==> src/rtl/rrcs_pkg.sv <==
// Shared types and constants for the run-length to clipped row span block.
// Used by rrcs_ctrl, rrcs_dp and the top level; depends on nothing.
`default_nettype none

package rrcs_pkg;

  localparam int unsigned RUN_LEN_W  = 15;
  localparam int unsigned COLOR_W    = 16;
  localparam int unsigned CFG_W      = 9;
  localparam int unsigned SPAN_W     = 9;
  localparam int unsigned CFG_ADDR_W = 2;
  localparam int unsigned CNT_W      = 6;
  localparam int unsigned S_TDATA_W  = 32;
  localparam int unsigned M_TDATA_W  = 48;

  localparam logic [CNT_W-1:0] MAX_SPANS = 6'd63;

  // register indexes
  localparam logic [CFG_ADDR_W-1:0] REG_WIN_X = 2'd0;
  localparam logic [CFG_ADDR_W-1:0] REG_WIN_Y = 2'd1;
  localparam logic [CFG_ADDR_W-1:0] REG_WIN_W = 2'd2;
  localparam logic [CFG_ADDR_W-1:0] REG_WIN_H = 2'd3;

  localparam logic [CFG_W-1:0] WIN_X_RST = 9'd0;
  localparam logic [CFG_W-1:0] WIN_Y_RST = 9'd0;
  localparam logic [CFG_W-1:0] WIN_W_RST = 9'd480;
  localparam logic [CFG_W-1:0] WIN_H_RST = 9'd320;

  // commands from the controller to the datapath
  typedef struct packed {
    logic load;       // take a new run
    logic step;       // consume one row segment
    logic push_pend;  // pending span to the output register
    logic push_new;   // span of this step straight to the output register
    logic push_last;  // pushed span closes the run
    logic pend_wr;    // span of this step into the pending register
    logic pend_clr;   // pending register emptied
    logic finish;     // run complete, home the position on last_run
  } rrcs_cmd_t;

  // status from the datapath
  typedef struct packed {
    logic new_span;   // this step yields a visible span
    logic done;       // this step ends the run
    logic pend_vld;
    logic out_free;
  } rrcs_stat_t;

endpackage

`default_nettype wire

==> src/rtl/rrcs_ctrl.sv <==
// Controller of the span splitter: sequences load, row steps and the flush
// of the held-back span. Depends on rrcs_pkg.
`default_nettype none

module rrcs_ctrl import rrcs_pkg::*; (
  input  wire        clk_i,
  input  wire        rst_ni,
  input  wire        in_valid_i,
  output logic       in_ready_o,
  input  wire rrcs_stat_t stat_i,
  output rrcs_cmd_t  cmd_o
);

  typedef enum logic [2:0] {
    ST_IDLE  = 3'b001,
    ST_STEP  = 3'b010,
    ST_FLUSH = 3'b100
  } state_e;

  state_e state_q, state_d;
  logic   need_push;

  // a span leaves for the output when a newer one replaces it or the run ends
  assign need_push = (stat_i.pend_vld && (stat_i.new_span || stat_i.done)) ||
                     (!stat_i.pend_vld && stat_i.new_span && stat_i.done);

  always_comb begin
    state_d    = state_q;
    cmd_o      = '0;
    in_ready_o = 1'b0;
    case (state_q)
      ST_IDLE: begin
        in_ready_o = 1'b1;
        if (in_valid_i) begin
          cmd_o.load = 1'b1;
          state_d    = ST_STEP;
        end
      end
      ST_STEP: begin
        if (!need_push || stat_i.out_free) begin
          cmd_o.step      = 1'b1;
          cmd_o.push_pend = stat_i.pend_vld && (stat_i.new_span || stat_i.done);
          cmd_o.push_new  = !stat_i.pend_vld && stat_i.new_span && stat_i.done;
          cmd_o.push_last = stat_i.done && (!stat_i.new_span || !stat_i.pend_vld);
          cmd_o.pend_wr   = stat_i.new_span && !cmd_o.push_new;
          cmd_o.pend_clr  = cmd_o.push_pend && !stat_i.new_span;
          if (stat_i.done) begin
            if (cmd_o.pend_wr) begin
              state_d = ST_FLUSH;
            end else begin
              cmd_o.finish = 1'b1;
              state_d      = ST_IDLE;
            end
          end
        end
      end
      ST_FLUSH: begin
        if (stat_i.out_free) begin
          cmd_o.push_pend = 1'b1;
          cmd_o.push_last = 1'b1;
          cmd_o.pend_clr  = 1'b1;
          cmd_o.finish    = 1'b1;
          state_d         = ST_IDLE;
        end
      end
      default: begin
        state_d = ST_IDLE;
      end
    endcase
  end

  always_ff @(posedge clk_i or negedge rst_ni) begin
    if (!rst_ni) begin
      state_q <= ST_IDLE;
    end else begin
      state_q <= state_d;
    end
  end

endmodule

`default_nettype wire

==> src/rtl/rrcs_dp.sv <==
// Datapath of the span splitter: window registers, raster position, row
// segment arithmetic, pending span and output register. Depends on rrcs_pkg.
`default_nettype none

module rrcs_dp import rrcs_pkg::*; #(
  parameter int unsigned SCREEN_WIDTH  = 480,
  parameter int unsigned SCREEN_HEIGHT = 320
) (
  input  wire                    clk_i,
  input  wire                    rst_ni,
  input  wire                    cfg_we_i,
  input  wire  [CFG_ADDR_W-1:0]  cfg_addr_i,
  input  wire  [CFG_W-1:0]       cfg_data_i,
  input  wire  [RUN_LEN_W-1:0]   run_length_i,
  input  wire  [COLOR_W-1:0]     run_color_i,
  input  wire                    last_run_i,
  input  wire rrcs_cmd_t         cmd_i,
  output rrcs_stat_t             stat_o,
  output logic                   out_valid_o,
  input  wire                    out_ready_i,
  output logic [M_TDATA_W-1:0]   out_data_o,
  output logic                   out_last_o
);

  localparam int unsigned COL_W = $clog2(SCREEN_WIDTH + 1);
  localparam int unsigned ROW_W = $clog2(SCREEN_HEIGHT + 1);
  localparam int unsigned XW    = (COL_W > CFG_W + 1) ? COL_W : CFG_W + 1;
  localparam int unsigned YW    = (ROW_W > CFG_W + 1) ? ROW_W : CFG_W + 1;
  localparam int unsigned LW    = (COL_W > RUN_LEN_W) ? COL_W : RUN_LEN_W;
  localparam int unsigned PAD_W = M_TDATA_W - 3 * SPAN_W - COLOR_W;

  // configuration
  logic [CFG_W-1:0] win_x_q, win_y_q, win_w_q, win_h_q;

  // run state
  logic [COL_W-1:0]     col_q, x0_q, x1_q;
  logic [ROW_W-1:0]     row_q, y0_q, y1_q;
  logic [RUN_LEN_W-1:0] pl_q;
  logic [COLOR_W-1:0]   color_q;
  logic                 last_q, vis_q;
  logic [CNT_W-1:0]     n_q;

  // pending span and output register
  logic              pend_vld_q;
  logic [SPAN_W-1:0] pend_x_q, pend_y_q, pend_len_q;
  logic              out_vld_q, out_last_q;
  logic [SPAN_W-1:0] out_x_q, out_y_q, out_len_q;
  logic [COLOR_W-1:0] out_color_q;

  // window set-up
  logic [XW-1:0] wx, wx_end, x_end;
  logic [YW-1:0] wy, wy_end, y_end;
  logic          win_vis;

  always_comb begin
    wx      = XW'(win_x_q);
    wy      = YW'(win_y_q);
    wx_end  = wx + XW'(win_w_q);
    wy_end  = wy + YW'(win_h_q);
    x_end   = (wx_end > XW'(SCREEN_WIDTH))  ? XW'(SCREEN_WIDTH)  : wx_end;
    y_end   = (wy_end > YW'(SCREEN_HEIGHT)) ? YW'(SCREEN_HEIGHT) : wy_end;
    win_vis = (wx < XW'(SCREEN_WIDTH)) && (wy < YW'(SCREEN_HEIGHT)) &&
              (win_w_q != '0) && (win_h_q != '0);
  end

  // one row segment
  logic [LW-1:0]        room_l, pl_l, seg_l;
  logic [COL_W-1:0]     seg, col_sum, sp_s, sp_e, sp_len;
  logic [RUN_LEN_W-1:0] pl_next;
  logic [ROW_W-1:0]     row_inc;
  logic                 active, wrap, done, row_in, new_span;

  always_comb begin
    active   = (pl_q != '0) && (row_q < ROW_W'(SCREEN_HEIGHT));
    room_l   = LW'(SCREEN_WIDTH) - LW'(col_q);
    pl_l     = LW'(pl_q);
    seg_l    = (pl_l < room_l) ? pl_l : room_l;
    seg      = COL_W'(seg_l);
    col_sum  = col_q + seg;
    pl_next  = pl_q - RUN_LEN_W'(seg_l);
    wrap     = (col_sum == COL_W'(SCREEN_WIDTH));
    row_inc  = row_q + 1'b1;
    done     = !active || (pl_next == '0) ||
               (wrap && (row_inc == ROW_W'(SCREEN_HEIGHT)));
    sp_s     = (col_q > x0_q) ? col_q : x0_q;
    sp_e     = (col_sum < x1_q) ? col_sum : x1_q;
    sp_len   = sp_e - sp_s;
    row_in   = (row_q >= y0_q) && (row_q < y1_q);
    new_span = active && vis_q && row_in && (sp_e > sp_s) && (n_q != MAX_SPANS);
  end

  assign stat_o.new_span = new_span;
  assign stat_o.done     = done;
  assign stat_o.pend_vld = pend_vld_q;
  assign stat_o.out_free = !out_vld_q || out_ready_i;

  always_ff @(posedge clk_i or negedge rst_ni) begin
    if (!rst_ni) begin
      win_x_q <= WIN_X_RST;
      win_y_q <= WIN_Y_RST;
      win_w_q <= WIN_W_RST;
      win_h_q <= WIN_H_RST;
    end else if (cfg_we_i) begin
      case (cfg_addr_i)
        REG_WIN_X: win_x_q <= cfg_data_i;
        REG_WIN_Y: win_y_q <= cfg_data_i;
        REG_WIN_W: win_w_q <= cfg_data_i;
        REG_WIN_H: win_h_q <= cfg_data_i;
        default: ;
      endcase
    end
  end

  always_ff @(posedge clk_i or negedge rst_ni) begin
    if (!rst_ni) begin
      col_q      <= '0;
      row_q      <= '0;
      pl_q       <= '0;
      n_q        <= '0;
      last_q     <= 1'b0;
      vis_q      <= 1'b0;
      pend_vld_q <= 1'b0;
      out_vld_q  <= 1'b0;
    end else begin
      if (cmd_i.load) begin
        pl_q   <= run_length_i;
        n_q    <= '0;
        last_q <= last_run_i;
        vis_q  <= win_vis;
      end else if (cmd_i.step && active) begin
        pl_q <= pl_next;
        if (wrap) begin
          col_q <= '0;
          row_q <= row_inc;
        end else begin
          col_q <= col_sum;
        end
        if (new_span) begin
          n_q <= n_q + 1'b1;
        end
      end else if (cmd_i.step) begin
        // empty run or screen used up: the run is dropped
        pl_q <= '0;
      end
      if (cmd_i.finish && last_q) begin
        col_q <= '0;
        row_q <= '0;
      end
      if (cmd_i.pend_wr) begin
        pend_vld_q <= 1'b1;
      end else if (cmd_i.pend_clr) begin
        pend_vld_q <= 1'b0;
      end
      if (cmd_i.push_pend || cmd_i.push_new) begin
        out_vld_q <= 1'b1;
      end else if (out_ready_i) begin
        out_vld_q <= 1'b0;
      end
    end
  end

  // payload, no reset
  always_ff @(posedge clk_i) begin
    if (cmd_i.load) begin
      color_q <= run_color_i;
      x0_q    <= COL_W'(wx);
      x1_q    <= COL_W'(x_end);
      y0_q    <= ROW_W'(wy);
      y1_q    <= ROW_W'(y_end);
    end
    if (cmd_i.pend_wr) begin
      pend_x_q   <= SPAN_W'(sp_s);
      pend_y_q   <= SPAN_W'(row_q);
      pend_len_q <= SPAN_W'(sp_len);
    end
    if (cmd_i.push_pend) begin
      out_x_q   <= pend_x_q;
      out_y_q   <= pend_y_q;
      out_len_q <= pend_len_q;
    end else if (cmd_i.push_new) begin
      out_x_q   <= SPAN_W'(sp_s);
      out_y_q   <= SPAN_W'(row_q);
      out_len_q <= SPAN_W'(sp_len);
    end
    if (cmd_i.push_pend || cmd_i.push_new) begin
      out_color_q <= color_q;
      out_last_q  <= cmd_i.push_last;
    end
  end

  assign out_valid_o = out_vld_q;
  assign out_data_o  = {PAD_W'(0), out_color_q, out_len_q, out_y_q, out_x_q};
  assign out_last_o  = out_last_q;

endmodule

`default_nettype wire

==> src/rtl/rle_runs_to_clipped_row_spans_core.sv <==
// Top level of the run-length to clipped row span block: stream ports,
// configuration port, controller and datapath. Depends on rrcs_pkg,
// rrcs_ctrl and rrcs_dp.
//
//  channel   | direction | handshake                 | payload
//  ----------+-----------+---------------------------+------------------------------
//  s_axis    | in        | tvalid / tready           | tdata: length, colour; tlast: last run
//  m_axis    | out       | tvalid / tready           | tdata: x, y, length, colour; tlast
//  cfg       | in        | cfg_valid_i / cfg_ready_o | cfg_addr_i, cfg_data_i
//
//  A run is accepted in ST_IDLE, then walks one row segment per step in ST_STEP (a
//  single step for an empty or dropped run), and passes through ST_FLUSH when its final
//  segment yields a span while an earlier span is still held. The next run is accepted
//  only back in ST_IDLE. Each step uses the single row-segment adder/comparator path.
//  Output stalls hold the segment step only when a span must move into an occupied
//  output register. Reset restores the 480 x 320 window at (0, 0) and the origin; cfg is
//  always ready.
`default_nettype none

module rle_runs_to_clipped_row_spans_core import rrcs_pkg::*; #(
  parameter int unsigned SCREEN_WIDTH  = 480,
  parameter int unsigned SCREEN_HEIGHT = 320
) (
  input  wire                   clk_i,
  input  wire                   rst_ni,
  input  wire                   s_axis_tvalid_i,
  output logic                  s_axis_tready_o,
  input  wire  [S_TDATA_W-1:0]  s_axis_tdata_i,   // [14:0] run_length, [30:15] run_color
  input  wire                   s_axis_tlast_i,
  output logic                  m_axis_tvalid_o,
  input  wire                   m_axis_tready_i,
  output logic [M_TDATA_W-1:0]  m_axis_tdata_o,   // [8:0] span_x, [17:9] span_y,
                                                  // [26:18] span_length, [42:27] pixel_color
  output logic                  m_axis_tlast_o,
  input  wire                   cfg_valid_i,
  output logic                  cfg_ready_o,
  input  wire  [CFG_ADDR_W-1:0] cfg_addr_i,
  input  wire  [CFG_W-1:0]      cfg_data_i
);

  rrcs_cmd_t  cmd;
  rrcs_stat_t stat;

  assign cfg_ready_o = 1'b1;

  rrcs_ctrl u_ctrl (
    .clk_i      (clk_i),
    .rst_ni     (rst_ni),
    .in_valid_i (s_axis_tvalid_i),
    .in_ready_o (s_axis_tready_o),
    .stat_i     (stat),
    .cmd_o      (cmd)
  );

  rrcs_dp #(
    .SCREEN_WIDTH  (SCREEN_WIDTH),
    .SCREEN_HEIGHT (SCREEN_HEIGHT)
  ) u_dp (
    .clk_i        (clk_i),
    .rst_ni       (rst_ni),
    .cfg_we_i     (cfg_valid_i),
    .cfg_addr_i   (cfg_addr_i),
    .cfg_data_i   (cfg_data_i),
    .run_length_i (s_axis_tdata_i[RUN_LEN_W-1:0]),
    .run_color_i  (s_axis_tdata_i[RUN_LEN_W+COLOR_W-1:RUN_LEN_W]),
    .last_run_i   (s_axis_tlast_i),
    .cmd_i        (cmd),
    .stat_o       (stat),
    .out_valid_o  (m_axis_tvalid_o),
    .out_ready_i  (m_axis_tready_i),
    .out_data_o   (m_axis_tdata_o),
    .out_last_o   (m_axis_tlast_o)
  );

endmodule

`default_nettype wire
==> config.mk <==
export PLATFORM = sky130hd
export DESIGN_NAME = rle_runs_to_clipped_row_spans_core
export DESIGN_NICKNAME = d
export VERILOG_FILES = /design/src/rtl/rrcs_pkg.sv /design/src/rtl/rrcs_ctrl.sv /design/src/rtl/rrcs_dp.sv /design/src/rtl/rle_runs_to_clipped_row_spans_core.sv
export SDC_FILE = /design/constraint.sdc
export NUM_CORES = 1
export LEC_CHECK = 0
export BUFFER_PORTS_ARGS = -buffer_cell sky130_fd_sc_hd__buf_2
export CORE_MARGIN = 8
export CORE_UTILIZATION = 40
export DETAILED_ROUTE_END_ITERATION = 8
export PLACE_DENSITY = 0.53
export SYNTH_ARGS = -nofsm -noshare
export SYNTH_HDL_FRONTEND = slang
export SYNTH_SLANG_ARGS = --single-unit
==> constraint.sdc <==
create_clock -name clk_i -period 12.6 [get_ports clk_i]
set_input_delay 1.26 -clock clk_i [delete_from_list [all_inputs] [get_ports clk_i]]
set_output_delay 1.26 -clock clk_i [all_outputs]
set_load 0.05 [all_outputs]
==> results of run 1 <==
-- metrics by stage --
step           utilization  cells  hold WS (ns)
2_1_floorplan            -   1080         0.400
3_3_place_gp         0.435   1535         0.400
3_5_place_dp         0.435   1535         0.405
4_1_cts              0.461   1579         0.419
5_1_grt              0.461   1579         0.423
6_report             0.461   1579         0.418
-- logic make-up after synthesis --
logic type	count (synthesis)
AO/OA/AOI/OAI	240
AND/OR/NAND/NOR	248
adder cells (fa/ha/maj)	109
other	2
multiplexers	89
XOR/XNOR	46
flip-flops	205
buffers and inverters	137
-- routing by layer --
layer  up-vias  track usage  part of all wire
li1       4134            -                 -
met1      4028        0.222              0.50
met2       148        0.247              0.44
met3        39       0.0240             0.043
met4         0       0.0352             0.017
met5         -            0                 0
-- cell type report --
type | count | area [µm²] | area share
clock inverter | 13 | 103 | 0.00747
multi-input combinational | 738 | 5810 | 0.423
timing repair buffer | 102 | 536 | 0.0390
tap | 390 | 488 | 0.0355
inverter | 100 | 375 | 0.0273
sequential | 205 | 5750 | 0.419
clock buffer | 31 | 668 | 0.0486
-- cell usage in the layout (no fill, tap or decap), drive strengths merged, types with 7 or more instances in the layout --
cell type  instances
nor4               9
edfxtp           123
dfrtp             75
nor2b             10
ha               103
o21a               9
xor2              23
a21oi             78
o21ai             48
buf              102
nand3             46
nor2              40
and3               9
clkbuf            31
mux2              83
xnor2             23
nor3              10
or2                7
clkinv            11
inv              100
or4               11
o211ai            17
a21o              26
dfstp              7
nand2b            12
nand2             58
o31ai             15
o21bai             9
nand4             15
-- final timing paths --
check | from | slack [ns] | endpoint | cells after the start
worst max-delay path | u_dp.col_q[1] | 2.31 | u_dp.row_q[8] | 37
max in group asynchronous | rst_ni | 10.86 | u_dp.pl_l[3] | 2
worst max register to register | u_dp.col_q[1] | 2.31 | u_dp.row_q[8] | 37
min in group asynchronous | rst_ni | 0.72 | u_dp.n_q[4] | 1
worst min-delay path | u_dp.color_q[4] | 0.42 | u_dp.out_color_q[4] | 0
worst min register to register | u_dp.color_q[4] | 0.42 | u_dp.out_color_q[4] | 0
-- worst max-delay path: cells and delay by family (launching register included) --
kind	cells	cell delay (ns)
buf+inv	6	1.19
mux	1	0.40
flops	1	0.43
fa+ha+maj	5	1.63
compound gates	15	4.53
simple gates	7	1.09
xor+xnor	3	0.82
==> impl_metrics.prom, run 1 <==
# TYPE chip_impl_metric gauge
chip_impl_info{name="status",value="complete, no violations"} 1
chip_impl_metric{name="synthMuxAreaShare",unit=""} 0.0884
chip_impl_metric{name="final_setup_violation_count",unit=""} 0
chip_impl_metric{name="postSynthRegisterBits",unit=""} 205
chip_impl_metric{name="async_flop_share",unit=""} 0.400
chip_impl_metric{name="avgViaCountPerCell",unit=""} 5.29
chip_impl_metric{name="dpl.hpwl",unit="mm"} 20.8
chip_impl_metric{name="grt_pass1_wl",unit="mm"} 46.0
chip_impl_metric{name="syn_avg_cell_area",unit="µm²"} 11.3
chip_impl_info{name="grt_setup_unrepaired",value="false"} 1
chip_impl_metric{name="grt_max_degree",unit=""} 59
chip_impl_metric{name="clock_period_minus_final_worst_setup_slack",unit="ns"} 10.29
chip_impl_info{name="crit_top_cell",value="sky130_fd_sc_hd__inv_1"} 1
chip_impl_metric{name="worstSkewPairLatency",unit="ns"} 0.53
chip_impl_info{name="cts_tree",value="done"} 1
chip_impl_metric{name="cp.arrival",unit="ns"} 10.66
chip_impl_info{name="synth_top_family_by_area",value="compound AO/OA/AOI/OAI gates"} 1
chip_impl_metric{name="timing_max_transition_violations_final",unit=""} 0
chip_impl_metric{name="numCtsBuffers",unit=""} 24
chip_impl_info{name="netlist_top_cells_area",value="sky130_fd_sc_hd__edfxtp_1 (30%), sky130_fd_sc_hd__dfrtp_1 (15%), sky130_fd_sc_hd__ha_1 (11%), sky130_fd_sc_hd__mux2_2 (5.8%), sky130_fd_sc_hd__a21oi_1 (3.1%)"} 1
chip_impl_info{name="crit_path_top_delay_cell",value="sky130_fd_sc_hd__o41ai_4"} 1
chip_impl_metric{name="critical-path-max-stage-delay",unit="ns"} 0.83
chip_impl_metric{name="max_clock_freq",unit="GHz"} 0.0972
chip_impl_info{name="yosysTopAreaCell",value="sky130_fd_sc_hd__edfxtp_1"} 1
chip_impl_metric{name="placeableCoreArea",unit="µm²"} 29800
chip_impl_metric{name="fin_area",unit="µm²"} 13700
chip_impl_metric{name="hold_violations",unit=""} 0
chip_impl_metric{name="synthXorXnorAreaFrac",unit=""} 0.0347
chip_impl_metric{name="slew_headroom",unit=""} 0.262
chip_impl_metric{name="critical_path_required",unit="ns"} 12.97
chip_impl_metric{name="insertedDiodeCount",unit=""} 0
chip_impl_metric{name="remaining_drc_errors",unit=""} 0
chip_impl_metric{name="drtPass1Iterations",unit=""} 5
chip_impl_metric{name="initial_antenna_violation_count",unit=""} 0
chip_impl_metric{name="post_cts_hold_buffers",unit=""} 0
chip_impl_metric{name="synth.lib_cells_used.distinct",unit=""} 77
chip_impl_info{name="start_kind",value="register"} 1
chip_impl_info{name="holdCritPathClass",value="register to register"} 1
chip_impl_metric{name="clkSlewWorstSetupHoldPaths",unit="ns"} 0.06
chip_impl_metric{name="design.final.nets",unit=""} 1328
chip_impl_metric{name="edff_count_synth",unit=""} 123
chip_impl_metric{name="routed_wire_length_per_instance",unit="µm"} 17.7
chip_impl_metric{name="fp-row-count",unit=""} 63
chip_impl_metric{name="final_antenna_net_count",unit=""} 0
chip_impl_metric{name="max-cap-violations",unit=""} 0
chip_impl_metric{name="cp_max_fo",unit=""} 24
chip_impl_info{name="criticalPathCategory",value="register to register"} 1
chip_impl_info{name="most_used_dff_post_synth",value="sky130_fd_sc_hd__edfxtp_1"} 1
chip_impl_metric{name="io_pins",unit=""} 101
chip_impl_info{name="root_buffer",value="sky130_fd_sc_hd__clkbuf_16"} 1
chip_impl_metric{name="via_count_of_the_first_global_routing_pass",unit=""} 8441
chip_impl_metric{name="initial_core_util",unit=""} 0.407
chip_impl_metric{name="finClkSkew",unit="ns"} 0.0141
chip_impl_info{name="synth.most_common_cell",value="sky130_fd_sc_hd__edfxtp_1"} 1
chip_impl_metric{name="dpl_worst_slack",unit="ns"} 2.40
chip_impl_metric{name="cts_repair_resize_count",unit=""} 0
chip_impl_info{name="cp-end-kind",value="register"} 1
chip_impl_metric{name="netlist.area_leader.share",unit=""} 0.304
chip_impl_metric{name="grt_use_total",unit=""} 0.156
chip_impl_info{name="synth.top_cells.by_count",value="sky130_fd_sc_hd__edfxtp_1 (123), sky130_fd_sc_hd__ha_1 (103), sky130_fd_sc_hd__inv_1 (100), sky130_fd_sc_hd__a21oi_1 (76), sky130_fd_sc_hd__dfrtp_1 (75)"} 1
chip_impl_metric{name="synth-compound-area-share",unit=""} 0.132
chip_impl_metric{name="synth_sequential_area_ratio",unit=""} 0.474
chip_impl_metric{name="yosys.area_share.simple",unit=""} 0.107
chip_impl_metric{name="final.fill_count",unit=""} 2803
chip_impl_metric{name="cts_htree_levels",unit=""} 1
chip_impl_metric{name="synth-adder-area-share",unit=""} 0.115
chip_impl_metric{name="io_buffers",unit=""} 93
chip_impl_metric{name="placed_cell_area",unit="µm²"} 13000
chip_impl_metric{name="route.final.wire_length",unit="mm"} 28.0
chip_impl_metric{name="final_critical_path_setup_slack",unit="ns"} 2.31
chip_impl_metric{name="clockBufferDepth",unit=""} 3
chip_impl_metric{name="final.setup.tns",unit="ns"} 0
chip_impl_metric{name="synth.cell_area",unit="µm²"} 12100
chip_impl_metric{name="dieArea",unit="µm²"} 36200
chip_impl_metric{name="globalRouteOverflowTotal",unit=""} 0
chip_impl_metric{name="gpl.final_weighted_congestion",unit=""} 0.805
chip_impl_metric{name="synthCells",unit=""} 1076
chip_impl_metric{name="die_x",unit="µm"} 190
chip_impl_metric{name="fin_crit_sh",unit=""} 0.816
chip_impl_metric{name="cts.sinks",unit=""} 205
chip_impl_metric{name="floorplan.die.height",unit="µm"} 190
chip_impl_metric{name="post_cts_buffers",unit=""} 0
chip_impl_metric{name="final_layout_size_suffix_gt1_frac",unit=""} 0.210
chip_impl_metric{name="dr.first_iter.drc_count",unit=""} 485
chip_impl_metric{name="vias",unit=""} 8349
chip_impl_metric{name="yosysWarnings",unit=""} 0
chip_impl_metric{name="tightestPinTransition",unit="ns"} 1.11
chip_impl_metric{name="area.growth.synth_to_final",unit="%"} 13.1
Power of run 1 is not shown: default switching activity piles up to over one toggle a cycle in this logic, so the estimate is an artifact.
==> inputs of run 2 (changes only) <==
- clock period: 12.6 -> 10.6 ns (I/O delays scaled with it)
==> impl_metrics.prom, run 2 (synthesized netlist as in run 1, its figures left out) <==
# TYPE chip_impl_metric gauge
chip_impl_metric{name="remaining_drc_errors",unit=""} 0
chip_impl_metric{name="cts_repair_resize_count",unit=""} 0
chip_impl_metric{name="grt_pass1_wl",unit="mm"} 45.6
chip_impl_metric{name="finalHoldWorstSlack",unit="ns"} 0.417
chip_impl_metric{name="area.growth.synth_to_final",unit="%"} 13.8
chip_impl_info{name="status",value="complete, no violations"} 1
chip_impl_metric{name="max-cap-violations",unit=""} 0
chip_impl_metric{name="initial_antenna_violation_count",unit=""} 0
chip_impl_metric{name="gpl.final_weighted_congestion",unit=""} 0.803
chip_impl_metric{name="fp-row-count",unit=""} 63
chip_impl_metric{name="clockBufferDepth",unit=""} 3
chip_impl_metric{name="grt_max_degree",unit=""} 60
chip_impl_info{name="cts_tree",value="done"} 1
chip_impl_metric{name="clock_period_minus_final_worst_setup_slack",unit="ns"} 9.78
chip_impl_info{name="crit_path_top_delay_cell",value="sky130_fd_sc_hd__o31ai_1"} 1
chip_impl_metric{name="route.final.wire_length",unit="mm"} 27.9
chip_impl_metric{name="timing_max_transition_violations_final",unit=""} 0
chip_impl_info{name="root_buffer",value="sky130_fd_sc_hd__clkbuf_16"} 1
chip_impl_metric{name="floorplan.die.height",unit="µm"} 190
chip_impl_metric{name="dpl.hpwl",unit="mm"} 20.7
chip_impl_metric{name="dieArea",unit="µm²"} 36200
chip_impl_info{name="grt_setup_unrepaired",value="false"} 1
chip_impl_metric{name="final_setup_violation_count",unit=""} 0
chip_impl_metric{name="design.final.nets",unit=""} 1331
chip_impl_metric{name="critical-path-max-stage-delay",unit="ns"} 0.74
chip_impl_metric{name="hold_violations",unit=""} 0
chip_impl_metric{name="tightestPinTransition",unit="ns"} 0.907
chip_impl_metric{name="final_layout_size_suffix_gt1_frac",unit=""} 0.213
chip_impl_metric{name="postLayoutCoreUtil",unit=""} 0.464
chip_impl_metric{name="avgViaCountPerCell",unit=""} 5.26
chip_impl_metric{name="worstSkewPairLatency",unit="ns"} 0.53
chip_impl_metric{name="seq_area",unit="µm²"} 5750
chip_impl_info{name="cp-end-kind",value="register"} 1
chip_impl_info{name="holdCritPathClass",value="register to register"} 1
chip_impl_metric{name="cp.arrival",unit="ns"} 10.15
chip_impl_metric{name="dr.first_iter.drc_count",unit=""} 445
chip_impl_metric{name="cp_max_fo",unit=""} 24
chip_impl_metric{name="final.fill_count",unit=""} 2788
chip_impl_metric{name="drtPass1Iterations",unit=""} 4
chip_impl_metric{name="post_cts_buffers",unit=""} 0
chip_impl_info{name="criticalPathCategory",value="register to register"} 1
chip_impl_metric{name="globalRouteOverflowTotal",unit=""} 0
chip_impl_info{name="crit_top_cell",value="sky130_fd_sc_hd__inv_1"} 1
chip_impl_metric{name="initial_core_util",unit=""} 0.407
chip_impl_metric{name="finClkSkew",unit="ns"} 0.00701
chip_impl_metric{name="post_cts_hold_buffers",unit=""} 0
chip_impl_metric{name="routed_wire_length_per_instance",unit="µm"} 17.6
chip_impl_metric{name="vias",unit=""} 8331
chip_impl_metric{name="fin_crit_sh",unit=""} 0.923
chip_impl_metric{name="final_antenna_net_count",unit=""} 0
chip_impl_metric{name="die_x",unit="µm"} 190
chip_impl_info{name="mostFrequentLayoutCell",value="sky130_fd_sc_hd__edfxtp_1"} 1
chip_impl_metric{name="grt_use_total",unit=""} 0.155
chip_impl_info{name="final_cell_mix",value="sky130_fd_sc_hd__edfxtp_1 (123), sky130_fd_sc_hd__ha_1 (103), sky130_fd_sc_hd__inv_1 (99)"} 1
chip_impl_metric{name="final.setup.tns",unit="ns"} 0
chip_impl_metric{name="place_inst",unit=""} 1537
chip_impl_metric{name="numCtsBuffers",unit=""} 25
chip_impl_metric{name="final_cell_count_no_fill",unit=""} 1583
chip_impl_metric{name="max_clock_freq",unit="GHz"} 0.102
chip_impl_metric{name="via_count_of_the_first_global_routing_pass",unit=""} 8269
chip_impl_metric{name="cts.sinks",unit=""} 205
chip_impl_metric{name="insertedDiodeCount",unit=""} 0
chip_impl_info{name="start_kind",value="register"} 1
chip_impl_metric{name="clkSlewWorstSetupHoldPaths",unit="ns"} 0.06
chip_impl_metric{name="slew_headroom",unit=""} 0.395
chip_impl_metric{name="placeableCoreArea",unit="µm²"} 29800
chip_impl_metric{name="critical_path_required",unit="ns"} 10.97
chip_impl_metric{name="io_pins",unit=""} 101
chip_impl_metric{name="multi_input_area",unit="µm²"} 5810
chip_impl_metric{name="cts_htree_levels",unit=""} 1
chip_impl_metric{name="io_buffers",unit=""} 93
==> run 2: cell type report <==
cell class              count  area share
clock inverters            15      0.0127
well taps                 390      0.0353
flip-flops and latches    205       0.416
inverters                 100      0.0272
repair buffers            104      0.0407
clock buffers              31      0.0469
multi-input cells         738       0.421
==> run 2: stage by stage <==
stage          instance area, µm²  setup WS (ns)
3_5_place_dp                13000          0.924
3_3_place_gp                13000          0.968
6_report                    13800          0.820
2_1_floorplan               12200           1.54
4_1_cts                     13800          0.876
5_1_grt                     13800          0.137
==> run 2: routing by layer <==
metal | up-vias | global-route usage | share of wire
met5 | - | 0 | 0
met3 | 26 | 0.0274 | 0.042
met1 | 4023 | 0.219 | 0.50
met4 | 0 | 0.0310 | 0.014
met2 | 132 | 0.246 | 0.45
li1 | 4150 | - | -
==> run 2: worst max-delay path, delay by kind of cell, from the launching register on <==
| family | cells | cell delay (ns) |
|---|---|---|
| xor gates and xnor gates | 3 | 0.82 |
| DFF | 1 | 0.46 |
| buffers and inverters | 6 | 0.96 |
| adders and majority gates | 5 | 1.61 |
| and+or+nand+nor | 7 | 1.04 |
| muxes | 1 | 0.41 |
| AOI/OAI and AO/OA | 15 | 4.28 |
==> run 2: worst paths after layout <==
kind,end,depth (start not counted),slack [ns],start
max in group asynchronous,u_dp.row_q[3],2,9.10,rst_ni
min reg2reg,u_dp.out_color_q[6],0,0.42,u_dp.color_q[6]
max,u_dp.row_q[4],37,0.82,u_dp.col_q[0]
min,u_dp.out_color_q[6],0,0.42,u_dp.color_q[6]
min in group asynchronous,u_dp.n_q[4],1,0.51,rst_ni
max reg2reg,u_dp.row_q[4],37,0.82,u_dp.col_q[0]
Power of run 2 is left out for the same reason.
==> inputs of run 3 (changes only) <==
- ABC_AREA: default -> 1
- CORE_UTILIZATION: 40 -> 45
- PLACE_DENSITY: 0.53 -> 0.59
- SETUP_SLACK_MARGIN: default -> 0.05
==> impl_metrics.prom, run 3 <==
# TYPE chip_impl_metric gauge
chip_impl_info{name="status",value="complete, no violations"} 1
chip_impl_metric{name="syn_avg_cell_area",unit="µm²"} 9.00
chip_impl_info{name="crit_top_cell",value="sky130_fd_sc_hd__nand2_1"} 1
chip_impl_metric{name="dieArea",unit="µm²"} 32500
chip_impl_metric{name="area.growth.synth_to_final",unit="%"} 12.5
chip_impl_metric{name="clock_period_minus_final_worst_setup_slack",unit="ns"} 8.89
chip_impl_metric{name="numCtsBuffers",unit=""} 23
chip_impl_info{name="synth.top_cells.by_count",value="sky130_fd_sc_hd__nand2_1 (340), sky130_fd_sc_hd__inv_1 (178), sky130_fd_sc_hd__edfxtp_1 (123), sky130_fd_sc_hd__ha_1 (103), sky130_fd_sc_hd__o21ai_0 (98)"} 1
chip_impl_metric{name="initial_core_util",unit=""} 0.455
chip_impl_info{name="holdCritPathClass",value="register to register"} 1
chip_impl_info{name="start_kind",value="register"} 1
chip_impl_metric{name="grt_max_degree",unit=""} 56
chip_impl_metric{name="timing_max_transition_violations_final",unit=""} 0
chip_impl_metric{name="floorplan.die.height",unit="µm"} 180
chip_impl_metric{name="netlist.area_leader.share",unit=""} 0.304
chip_impl_metric{name="avgViaCountPerCell",unit=""} 5.15
chip_impl_metric{name="post_cts_buffers",unit=""} 0
chip_impl_info{name="holdCritStartpoint",value="u_dp.color_q[7]"} 1
chip_impl_metric{name="dpl.hpwl",unit="mm"} 21.1
chip_impl_metric{name="grt_pass1_wl",unit="mm"} 46.8
chip_impl_metric{name="cp.arrival",unit="ns"} 9.03
chip_impl_metric{name="initial_antenna_violation_count",unit=""} 0
chip_impl_metric{name="placeableCoreArea",unit="µm²"} 26700
chip_impl_info{name="synth.most_common_cell",value="sky130_fd_sc_hd__nand2_1"} 1
chip_impl_metric{name="postSynthRegisterBits",unit=""} 205
chip_impl_info{name="crit_path_top_delay_cell",value="sky130_fd_sc_hd__o2111ai_1"} 1
chip_impl_info{name="reg2reg_from",value="u_dp.col_q[0]"} 1
chip_impl_metric{name="gpl.final_weighted_congestion",unit=""} 0.883
chip_impl_metric{name="io_buffers",unit=""} 93
chip_impl_info{name="cp-end-kind",value="register"} 1
chip_impl_metric{name="routed_wire_length_per_instance",unit="µm"} 15.3
chip_impl_metric{name="dr.first_iter.drc_count",unit=""} 591
chip_impl_info{name="worst_reg2reg_path_endpoint",value="u_dp.out_color_q[2]"} 1
chip_impl_metric{name="cts_htree_levels",unit=""} 1
chip_impl_metric{name="hold-path-cell-count",unit=""} 0
chip_impl_info{name="yosysTopAreaCell",value="sky130_fd_sc_hd__edfxtp_1"} 1
chip_impl_metric{name="tightestPinTransition",unit="ns"} 1.17
chip_impl_metric{name="final.fill_count",unit=""} 2563
chip_impl_metric{name="io_pins",unit=""} 101
chip_impl_info{name="holdPathEnd",value="u_dp.out_color_q[7]"} 1
chip_impl_metric{name="max_clock_freq",unit="GHz"} 0.113
chip_impl_metric{name="insertedDiodeCount",unit=""} 0
chip_impl_metric{name="synth_sequential_area_ratio",unit=""} 0.473
chip_impl_metric{name="edff_count_synth",unit=""} 123
chip_impl_metric{name="cp_max_fo",unit=""} 44
chip_impl_metric{name="final_setup_violation_count",unit=""} 0
chip_impl_metric{name="route.final.wire_length",unit="mm"} 27.7
chip_impl_metric{name="worst-r2r-setup-slack",unit="ns"} 1.71
chip_impl_metric{name="clkSlewWorstSetupHoldPaths",unit="ns"} 0.06
chip_impl_metric{name="grt_use_total",unit=""} 0.172
chip_impl_metric{name="cts.sinks",unit=""} 205
chip_impl_metric{name="async_flop_share",unit=""} 0.400
chip_impl_metric{name="critical-path-max-stage-delay",unit="ns"} 0.86
chip_impl_metric{name="design.final.nets",unit=""} 1606
chip_impl_metric{name="vias",unit=""} 9298
chip_impl_info{name="most_used_dff_post_synth",value="sky130_fd_sc_hd__edfxtp_1"} 1
chip_impl_metric{name="critical_path_required",unit="ns"} 10.74
chip_impl_info{name="final_cell_mix",value="sky130_fd_sc_hd__nand2_1 (339), sky130_fd_sc_hd__inv_1 (178), sky130_fd_sc_hd__edfxtp_1 (123)"} 1
chip_impl_metric{name="cts_repair_resize_count",unit=""} 0
chip_impl_metric{name="globalRouteOverflowTotal",unit=""} 0
chip_impl_metric{name="finClkSkew",unit="ns"} 0.0241
chip_impl_metric{name="drtPass1Iterations",unit=""} 7
chip_impl_metric{name="reg2reg_depth",unit=""} 37
chip_impl_info{name="cts_tree",value="done"} 1
chip_impl_metric{name="slew_headroom",unit=""} 0.211
chip_impl_metric{name="final.setup.tns",unit="ns"} 0
chip_impl_metric{name="die_x",unit="µm"} 180
chip_impl_metric{name="remaining_drc_errors",unit=""} 0
chip_impl_metric{name="fp-row-count",unit=""} 60
chip_impl_metric{name="hold_violations",unit=""} 0
chip_impl_metric{name="clockBufferDepth",unit=""} 3
chip_impl_metric{name="via_count_of_the_first_global_routing_pass",unit=""} 9298
chip_impl_metric{name="worstSkewPairLatency",unit="ns"} 0.52
chip_impl_metric{name="synth.cell_area",unit="µm²"} 12200
chip_impl_info{name="grt_setup_unrepaired",value="false"} 1
chip_impl_info{name="mostFrequentLayoutCell",value="sky130_fd_sc_hd__nand2_1"} 1
chip_impl_info{name="criticalPathCategory",value="register to register"} 1
chip_impl_info{name="netlist_top_cells_area",value="sky130_fd_sc_hd__edfxtp_1 (30%), sky130_fd_sc_hd__dfrtp_1 (15%), sky130_fd_sc_hd__ha_1 (11%), sky130_fd_sc_hd__nand2_1 (10%), sky130_fd_sc_hd__inv_1 (5.5%)"} 1
chip_impl_metric{name="final_antenna_net_count",unit=""} 0
chip_impl_info{name="root_buffer",value="sky130_fd_sc_hd__clkbuf_16"} 1
chip_impl_metric{name="max-cap-violations",unit=""} 0
chip_impl_metric{name="final_layout_size_suffix_gt1_frac",unit=""} 0.129
chip_impl_metric{name="synthCells",unit=""} 1351
chip_impl_metric{name="yosysWarnings",unit=""} 0
chip_impl_metric{name="post_cts_hold_buffers",unit=""} 0
chip_impl_metric{name="synth.lib_cells_used.distinct",unit=""} 56
chip_impl_metric{name="fin_crit_sh",unit=""} 0.839
## run 3: worst max-delay path by stage
stage                   from             endpoint  slack (ns)  cells past startpoint
3_5_place_dp   u_dp.col_q[0]      u_dp.out_y_q[5]        1.71                     37
4_1_cts        u_dp.col_q[0]  u_dp.out_color_q[2]        1.70                     37
6_report       u_dp.col_q[0]  u_dp.out_color_q[2]        1.71                     37
2_1_floorplan  u_dp.col_q[1]  u_dp.out_color_q[0]        2.81                     43
5_1_grt        u_dp.col_q[0]      u_dp.out_y_q[5]        0.71                     37
3_3_place_gp   u_dp.col_q[0]      u_dp.out_y_q[5]        1.81                     37
## run 3: per-layer routing
layer  GRT usage  part of all wire  vias to the layer above
li1            -                 -                     4748
met1       0.249              0.50                     4298
met2       0.262              0.42                      212
met3      0.0272             0.055                       40
met4      0.0456             0.026                        0
met5           0                 0                        -
## run 3: per-stage QoR
step	util	std cells	cell area [µm²]	hold WS [ns]	worst slack, ns
floorplan	-	1355	12200	0.400	2.81
global placement	0.484	1765	12900	0.400	1.81
detailed placement	0.484	1765	12900	0.405	1.71
CTS	0.512	1807	13700	0.421	1.70
global route	0.512	1807	13700	0.427	0.709
finish	0.512	1807	13700	0.418	1.71
## run 3: area by class of cell
class                   instances  area [µm²]  area share
clock buffers                  27         611      0.0446
flip-flops and latches        205        5750       0.420
multi-input cells             933        5540       0.405
repair buffers                 98         505      0.0369
inverters                     188         711      0.0519
well taps                     341         427      0.0312
clock inverters                15         136     0.00997
## run 3: cell families (layout without fill, tap and decap cells)
family,count (synthesis),count (layout),synth area share
DFF,205,205,0.473
and+or+nand+nor,565,565,0.205
AOI/OAI and AO/OA,208,208,0.0990
buffers and inverters,217,328,0.0741
other,2,6,0.000617
adders and majority gates,108,108,0.114
xor gates and xnor gates,46,46,0.0337
## run 3: worst max-delay path, delay by kind of cell, from the launching register on
| kind | cells | cell delay (ns) |
|---|---|---|
| flip-flops | 1 | 0.46 |
| XOR/XNOR | 1 | 0.09 |
| AO/OA/AOI/OAI | 6 | 1.91 |
| adder cells (fa/ha/maj) | 5 | 1.62 |
| AND/OR/NAND/NOR | 21 | 3.89 |
| buffers and inverters | 4 | 0.51 |
Power of run 3 is left out for the same reason.
